$ cat src/design/ptts_pkg.sv
// Shared types and constants for the periodic task tick scheduler.
package ptts_pkg;

    localparam int SLOT_COUNT_DEF = 8;
    localparam int OP_W           = 3;
    localparam int ID_W           = 3;
    localparam int TIME_W         = 16;
    localparam int MASK_W         = 8;

    typedef enum logic [OP_W-1:0] {
        OP_TICK    = 3'd0,
        OP_CREATE  = 3'd1,
        OP_SUSPEND = 3'd2,
        OP_RESUME  = 3'd3,
        OP_DELETE  = 3'd4
    } opcode_t;

    typedef enum logic [1:0] {
        ST_INACTIVE  = 2'd0,
        ST_READY     = 2'd1,
        ST_SUSPENDED = 2'd2
    } slot_status_t;

    typedef enum logic [1:0] {
        S_IDLE,
        S_RUN,
        S_HOLD
    } sched_state_t;

    // Slot command towards the status table.
    typedef struct packed {
        logic    valid;
        opcode_t op;
    } status_cmd_t;

    // Result of the shared countdown unit for one slot.
    typedef struct packed {
        logic              write;
        logic              fire;
        logic [TIME_W-1:0] count;
    } slot_upd_t;

endpackage

$ cat src/design/periodic_task_tick_scheduler.sv
// Top level of the periodic task tick scheduler: sequencer and output register.
//
// One request per accepted input item (in_valid high, in_stall low at a rising edge).
// Create, suspend, resume and delete act on the slot named by task_id and
// give no result. Unknown opcodes and slot numbers at or above SLOT_COUNT
// are dropped.
// A tick walks the slot table one slot per cycle through a single shared
// countdown unit: slot k is read from the period/countdown RAM while slot k-1
// is updated and written back. Slot 0 is already on the read port when the
// tick is taken, so the walk starts at once. in_stall stays high through the
// walk, and the tick's fire_mask is offered on out_valid at the edge that
// ends the walk.
// The result sits in an output register. If the receiver raises out_stall,
// the block keeps taking non-tick requests; a further tick completes its walk
// and then waits until the register is free before returning to idle.
// Reset (rst_n low, asynchronous) marks every slot inactive and empties the
// output register; the RAM is not cleared, as a slot's entry is only used after a
// create has written it.
module periodic_task_tick_scheduler #(
    parameter int SLOT_COUNT = ptts_pkg::SLOT_COUNT_DEF
) (
    input  logic                          clk,
    input  logic                          rst_n,
    input  logic                          in_valid,
    output logic                          in_stall,
    input  logic [ptts_pkg::OP_W-1:0]     opcode,
    input  logic [ptts_pkg::ID_W-1:0]     task_id,
    input  logic [ptts_pkg::TIME_W-1:0]   period,
    input  logic [ptts_pkg::TIME_W-1:0]   first_delay,
    output logic                          out_valid,
    input  logic                          out_stall,
    output logic [ptts_pkg::MASK_W-1:0]   fire_mask
);
    import ptts_pkg::*;

    localparam int IDX_W   = (SLOT_COUNT > 1) ? $clog2(SLOT_COUNT) : 1;
    localparam int EXT_W   = 7;
    localparam int RAM_W   = 2 * TIME_W;
    localparam int BIT_W   = $clog2(MASK_W);
    localparam logic [IDX_W-1:0] LAST_IDX = IDX_W'(SLOT_COUNT - 1);

    sched_state_t      state_reg, state_next;
    logic [IDX_W-1:0]  idx_reg, idx_next;
    logic [MASK_W-1:0] mask_reg, mask_next;
    logic              out_valid_reg, out_valid_next;
    logic [MASK_W-1:0] fire_mask_reg, fire_mask_next;

    logic              accept_in;
    logic              is_tick;
    logic [EXT_W-1:0]  id_ext;
    logic              id_ok;
    logic [IDX_W-1:0]  cmd_idx;
    logic              out_free;
    logic              load_out;
    logic [MASK_W-1:0] out_mask;
    logic [EXT_W-1:0]  sweep_ext;
    logic [MASK_W-1:0] fire_bit;

    logic              ram_we;
    logic [IDX_W-1:0]  ram_waddr;
    logic [RAM_W-1:0]  ram_wdata;
    logic [IDX_W-1:0]  ram_raddr;
    logic [RAM_W-1:0]  ram_rdata;

    status_cmd_t       st_cmd;
    logic              sweep_ready;
    slot_upd_t         upd;

    assign in_stall  = (state_reg != S_IDLE);
    assign accept_in = in_valid && !in_stall;
    assign is_tick   = (opcode == OP_TICK);
    assign id_ext    = EXT_W'(task_id);
    assign id_ok     = (id_ext < EXT_W'(SLOT_COUNT));
    assign cmd_idx   = id_ext[IDX_W-1:0];
    assign out_free  = !out_valid_reg || !out_stall;

    // Only slots below eight have a bit in the mask.
    assign sweep_ext = EXT_W'(idx_reg);
    assign fire_bit  = (upd.fire && (sweep_ext < EXT_W'(MASK_W)))
                       ? (MASK_W'(1) << sweep_ext[BIT_W-1:0]) : '0;

    always_comb
    begin
        st_cmd.valid = accept_in && !is_tick && id_ok;
        st_cmd.op    = opcode_t'(opcode);
    end

    ptts_status #(
        .SLOT_COUNT (SLOT_COUNT),
        .IDX_W      (IDX_W)
    ) u_status (
        .clk         (clk),
        .rst_n       (rst_n),
        .cmd         (st_cmd),
        .cmd_idx     (cmd_idx),
        .sweep_idx   (idx_reg),
        .sweep_ready (sweep_ready)
    );

    // Each entry holds {period, countdown}.
    ptts_ram #(
        .WIDTH (RAM_W),
        .DEPTH (SLOT_COUNT),
        .AW    (IDX_W)
    ) u_ram (
        .clk   (clk),
        .we    (ram_we),
        .waddr (ram_waddr),
        .wdata (ram_wdata),
        .raddr (ram_raddr),
        .rdata (ram_rdata)
    );

    ptts_slot_alu u_alu (
        .ready  (sweep_ready && (state_reg == S_RUN)),
        .period (ram_rdata[RAM_W-1:TIME_W]),
        .count  (ram_rdata[TIME_W-1:0]),
        .upd    (upd)
    );

    // Next state.
    always_comb
    begin
        state_next = state_reg;
        case (state_reg)
            S_IDLE:
            begin
                if (accept_in && is_tick)
                begin
                    state_next = S_RUN;
                end
            end
            S_RUN:
            begin
                if (idx_reg == LAST_IDX)
                begin
                    state_next = out_free ? S_IDLE : S_HOLD;
                end
            end
            S_HOLD:
            begin
                if (out_free)
                begin
                    state_next = S_IDLE;
                end
            end
            default:
            begin
                state_next = S_IDLE;
            end
        endcase
    end

    // Datapath control.
    always_comb
    begin
        idx_next  = idx_reg;
        mask_next = mask_reg;
        ram_we    = 1'b0;
        ram_waddr = idx_reg;
        ram_wdata = {ram_rdata[RAM_W-1:TIME_W], upd.count};
        ram_raddr = '0;
        load_out  = 1'b0;
        out_mask  = mask_reg;
        case (state_reg)
            S_IDLE:
            begin
                // Keep slot 0 on the read port so a tick starts at once.
                if (accept_in && is_tick)
                begin
                    idx_next  = '0;
                    mask_next = '0;
                end
                if (accept_in && (opcode == OP_CREATE) && id_ok)
                begin
                    ram_we    = 1'b1;
                    ram_waddr = cmd_idx;
                    ram_wdata = {period, first_delay};
                end
            end
            S_RUN:
            begin
                // Write back slot idx, fetch the one after it.
                ram_we    = upd.write;
                mask_next = mask_reg | fire_bit;
                idx_next  = IDX_W'(idx_reg + 1'b1);
                ram_raddr = (idx_reg == LAST_IDX) ? '0 : IDX_W'(idx_reg + 1'b1);
                if (idx_reg == LAST_IDX)
                begin
                    load_out = out_free;
                    out_mask = mask_next;
                end
            end
            S_HOLD:
            begin
                load_out = out_free;
            end
            default:
            begin
                load_out = 1'b0;
            end
        endcase
    end

    always_comb
    begin
        out_valid_next = out_valid_reg && out_stall;
        fire_mask_next = fire_mask_reg;
        if (load_out)
        begin
            out_valid_next = 1'b1;
            fire_mask_next = out_mask;
        end
    end

    always_ff @(posedge clk or negedge rst_n)
    begin
        if (!rst_n)
        begin
            state_reg     <= S_IDLE;
            out_valid_reg <= 1'b0;
        end
        else
        begin
            state_reg     <= state_next;
            out_valid_reg <= out_valid_next;
        end
    end

    always_ff @(posedge clk)
    begin
        idx_reg       <= idx_next;
        mask_reg      <= mask_next;
        fire_mask_reg <= fire_mask_next;
    end

    assign out_valid = out_valid_reg;
    assign fire_mask = fire_mask_reg;

endmodule

$ cat src/design/ptts_ram.sv
// Generic simple dual-port RAM with registered read data.
module ptts_ram #(
    parameter int WIDTH = 32,
    parameter int DEPTH = 8,
    parameter int AW    = (DEPTH > 1) ? $clog2(DEPTH) : 1
) (
    input  logic             clk,
    input  logic             we,
    input  logic [AW-1:0]    waddr,
    input  logic [WIDTH-1:0] wdata,
    input  logic [AW-1:0]    raddr,
    output logic [WIDTH-1:0] rdata
);

    logic [WIDTH-1:0] mem [DEPTH];
    logic [WIDTH-1:0] rdata_reg;

    always_ff @(posedge clk)
    begin
        if (we)
        begin
            mem[waddr] <= wdata;
        end
        rdata_reg <= mem[raddr];
    end

    assign rdata = rdata_reg;

endmodule

$ cat src/design/ptts_status.sv
// Per-slot status flip-flops: create, suspend, resume and delete updates.
module ptts_status #(
    parameter int SLOT_COUNT = ptts_pkg::SLOT_COUNT_DEF,
    parameter int IDX_W      = (SLOT_COUNT > 1) ? $clog2(SLOT_COUNT) : 1
) (
    input  logic                  clk,
    input  logic                  rst_n,
    input  ptts_pkg::status_cmd_t cmd,
    input  logic [IDX_W-1:0]      cmd_idx,
    input  logic [IDX_W-1:0]      sweep_idx,
    output logic                  sweep_ready
);
    import ptts_pkg::*;

    slot_status_t status_reg  [SLOT_COUNT];
    slot_status_t status_next [SLOT_COUNT];

    always_comb
    begin
        for (int i = 0; i < SLOT_COUNT; i++)
        begin
            status_next[i] = status_reg[i];
            if (cmd.valid && (cmd_idx == IDX_W'(i)))
            begin
                case (cmd.op)
                    OP_CREATE:
                    begin
                        status_next[i] = ST_READY;
                    end
                    OP_SUSPEND:
                    begin
                        if (status_reg[i] != ST_INACTIVE)
                        begin
                            status_next[i] = ST_SUSPENDED;
                        end
                    end
                    OP_RESUME:
                    begin
                        if (status_reg[i] != ST_INACTIVE)
                        begin
                            status_next[i] = ST_READY;
                        end
                    end
                    OP_DELETE:
                    begin
                        status_next[i] = ST_INACTIVE;
                    end
                    default:
                    begin
                        status_next[i] = status_reg[i];
                    end
                endcase
            end
        end
    end

    always_ff @(posedge clk or negedge rst_n)
    begin
        if (!rst_n)
        begin
            for (int i = 0; i < SLOT_COUNT; i++)
            begin
                status_reg[i] <= ST_INACTIVE;
            end
        end
        else
        begin
            for (int i = 0; i < SLOT_COUNT; i++)
            begin
                status_reg[i] <= status_next[i];
            end
        end
    end

    assign sweep_ready = (status_reg[sweep_idx] == ST_READY);

endmodule

$ cat src/design/ptts_slot_alu.sv
// Shared countdown unit: compare with zero, then decrement the count or reload it with period minus one.
module ptts_slot_alu (
    input  logic                            ready,
    input  logic [ptts_pkg::TIME_W-1:0]     period,
    input  logic [ptts_pkg::TIME_W-1:0]     count,
    output ptts_pkg::slot_upd_t             upd
);
    import ptts_pkg::*;

    logic              at_zero;
    logic [TIME_W-1:0] operand;

    assign at_zero = (count == '0);
    // Reload wraps: a zero period gives all ones.
    assign operand = at_zero ? period : count;

    always_comb
    begin
        upd.write = ready;
        upd.fire  = ready && at_zero;
        upd.count = operand - TIME_W'(1);
    end

endmodule
$ cat config.mk
export PLATFORM = sky130hd
export DESIGN_NAME = periodic_task_tick_scheduler
export DESIGN_NICKNAME = d
export VERILOG_FILES = /design/src/design/ptts_pkg.sv /design/src/design/periodic_task_tick_scheduler.sv /design/src/design/ptts_ram.sv /design/src/design/ptts_status.sv /design/src/design/ptts_slot_alu.sv
export SDC_FILE = /design/constraint.sdc
export NUM_CORES = 1
export LEC_CHECK = 0
export BUFFER_PORTS_ARGS = -buffer_cell sky130_fd_sc_hd__buf_2
export CORE_ASPECT_RATIO = 1.5
export CORE_MARGIN = 3
export CORE_UTILIZATION = 55
export DETAILED_ROUTE_END_ITERATION = 12
export GPL_ROUTABILITY_DRIVEN = 0
export GPL_TIMING_DRIVEN = 0
export HOLD_SLACK_MARGIN = 0.15
export PLACE_DENSITY = 0.75
export SLEW_MARGIN = 15
export SYNTH_ARGS = -nofsm -noshare
export SYNTH_HDL_FRONTEND = slang
export SYNTH_SLANG_ARGS = --single-unit
$ cat constraint.sdc
create_clock -name clk -period 3.9 [get_ports clk]
set_input_delay 0.78 -clock clk [delete_from_list [all_inputs] [get_ports clk]]
set_output_delay 0.78 -clock clk [all_outputs]
set_load 0.01 [all_outputs]
==> results.ini <==
[worst_setup_path]
cp_max_fo = 10
worstPathArrival_ns = 4.09
cp-start-kind = flip-flop
cp.required_ns = 4.23
end_kind = flip-flop
critical_path_class = reg2reg

[worst_hold_path]
min_path_type = in2async

[floorplanning]
rows = 69
die_area_um2 = 26000
die_w_um = 133
start_util = 0.559
core-area_um2 = 23700
io_pins = 52
fp.dieH_um = 196

[synthesis]
synth_edf_count = 275
yosysSeqAreaShare = 0.707
ys_types = 61
synthArstFlopShare = 0.0583
yosys_warnings = 0
synth_seq_cells = 326
postSynthCellCount = 856
synth_area_um2 = 13300
syn-num-nets = 908
yosys_most_used_dff = edfxtp_1
avgSynthCellArea_um2 = 15.5

[cts]
numCtsBuffers = 29
clkTransAtPathRegs_ns = 0.07
clockBufferDepth = 3
cts_tree = yes
cts_max_level = 1
clk_latency_ns = 0.55
clockRootBuffer = clkbuf_16
cts.sinks = 326

[grt]
grt-ovfl-total = 0
grt_usage = 0.228
antenna_found_initial = 0
grt_pass1_vias = 7989
grt_max_degree = 22
grt_pass1_wl_mm = 45.7

[finish]
layout.cells.most_common = edfxtp_1
final_cell_mix = edfxtp_1, nand2_1, mux4_2, a21oi_1, buf_2
n_antenna_cell = 0
multi_input_area_um2 = 3790
largest_reg_flops = 256
layout.cells.non_filler = 1292
seq_area_um2 = 9370
fill_cells = 1602
postLayoutCellArea_um2 = 15300
synthToLayoutAreaGrowth_pct = 15.2
nets = 1002
drive_gt1_frac = 0.214

[timing]
fmax_ghz = 0.266
hold_viol_final = 0
fin_hold_ws_ns = 0.157
finalCritPeriodShare = 0.964
tightestPinTransition_ns = 0.967
timing.final.max_slew_violations = 0
fin_crit_ns = 3.76
setup_viol = 0
layout_setup_ws_ns = 0.139
max_slew_margin = 0.355
finClkSkew_ns = 0.0150

[routing]
route.detailed.wl_per_inst_um = 22.7
first_pass_iters = 5
viasPerCell = 5.99
ant_nets = 0
drc = 0
drtIter0Drc = 628
wl_mm = 29.3
vias = 7743

[power_and_ir_drop]
p_leak_nw = 5.26
peakVddDrop_mv = 0.446
power_density_nw_per_um2 = 649

[outcome]
status = completed

[job]
cap_violations = 0

[place]
placed_area_um2 = 14200
io_buffer_count = 50
dp.cells = 1236
pre_cts_ws_ns = -0.0227
place_hpwl_mm = 19.6

-- logic make-up after synthesis --
| logic type | after synthesis | share of synthesized area |
|---|---|---|
| and+or+nand+nor | 281 | 0.0963 |
| AOI/OAI and AO/OA | 116 | 0.0559 |
| muxes | 65 | 0.110 |
| adders and majority gates | 10 | 0.00943 |
| buffers and inverters | 48 | 0.0145 |
| DFF | 326 | 0.707 |
| xor gates and xnor gates | 10 | 0.00660 |
-- synth_stat cells, types with 5 or more instances --
| master | number | area (um2) |
|---|---|---|
| a21oi_1 | 55 | 275 |
| mux4_2 | 65 | 1460 |
| nand2b_1 | 10 | 62.6 |
| o21ai_1 | 5 | 25.0 |
| inv_1 | 11 | 41.3 |
| dfrtp_1 | 19 | 475 |
| or3_1 | 5 | 31.3 |
| edfxtp_1 | 275 | 8260 |
| dfxtp_1 | 32 | 641 |
| clkbuf_1 | 23 | 86.3 |
| a31oi_1 | 12 | 75.1 |
| o21ai_0 | 6 | 30.0 |
| nand2_1 | 171 | 642 |
| o32ai_1 | 5 | 43.8 |
| a21o_1 | 5 | 37.5 |
| xnor2_1 | 6 | 52.6 |
| nor3_1 | 12 | 60.1 |
| and3_1 | 5 | 31.3 |
| nor2_1 | 42 | 158 |
| buf_1 | 10 | 37.5 |
| ha_1 | 10 | 125 |
-- layout make-up --
cell class,count,share of cell area
clock inverters,19,0.0161
inverters,12,0.00295
multi-input cells,482,0.248
repair buffers,63,0.0329
plain buffers,36,0.0105
clock buffers,35,0.0496
flip-flops and latches,326,0.614
well taps,319,0.0261
-- per-layer routing --
metal | global-route usage | part of all wire
met1 | 0.292 | 0.38
met2 | 0.403 | 0.52
met3 | 0.0328 | 0.061
met4 | 0.0755 | 0.032
met5 | 0 | 0
-- worst max-delay path, cell delays in order (launching register included) --
cell and delay, ns:
dfxtp_1 0.40, or4_4 0.63, or4_4 0.59, nor2_4 0.18, buf_4 0.20, a21oi_1 0.14
ha_1 0.27, nor2b_1 0.17, o211ai_1 0.20, a21oi_1 0.15, a31o_1 0.26, a31oi_2 0.34
-- per-stage QoR --
step / util / power [mW] / setup TNS, ns
6_report: 0.643 / 9.91 / 0
3_3_place_gp: 0.586 / 6.85 / -412.03
3_5_place_dp: 0.599 / 6.96 / -0.181
2_1_floorplan: - / 6.23 / 0
5_1_grt: 0.643 / 10.3 / -0.0291
4_1_cts: 0.641 / 9.92 / 0
-- path summary, 6_finish.rpt --
path,start,to,slack (ns),depth (start not counted)
hold reg to reg,state_reg[1],state_reg[1],0.53,2
hold / removal,rst_n,state_reg[1],0.16,1
setup reg to reg,u_ram.rdata[7],u_ram.mem[5][10],0.14,11
min in group clk,out_stall,out_valid,0.47,3
max in group asynchronous,rst_n,u_status.status_reg[8],3.43,1
setup / recovery,u_ram.rdata[7],u_ram.mem[5][10],0.14,11
-- where the power goes --
group	internal (mW)	total, mW	switching (mW)
clock network	1.73	2.97	1.24
logic	0.712	1.98	1.27
registers	4.61	4.96	0.353
-- timing repair --
| item | CTS | global route |
|---|---|---|
| gates resized for setup | 1 | 5 |
| setup buffers | 0 | 2 |
| hold endpoints to repair | 0 | 0 |
| endpoints found under the setup margin | 8 | 55 |
| hold buffers | 0 | 0 |
| pin swaps | 0 | 2 |
No activity file was read; power rests on OpenSTA's default activity.
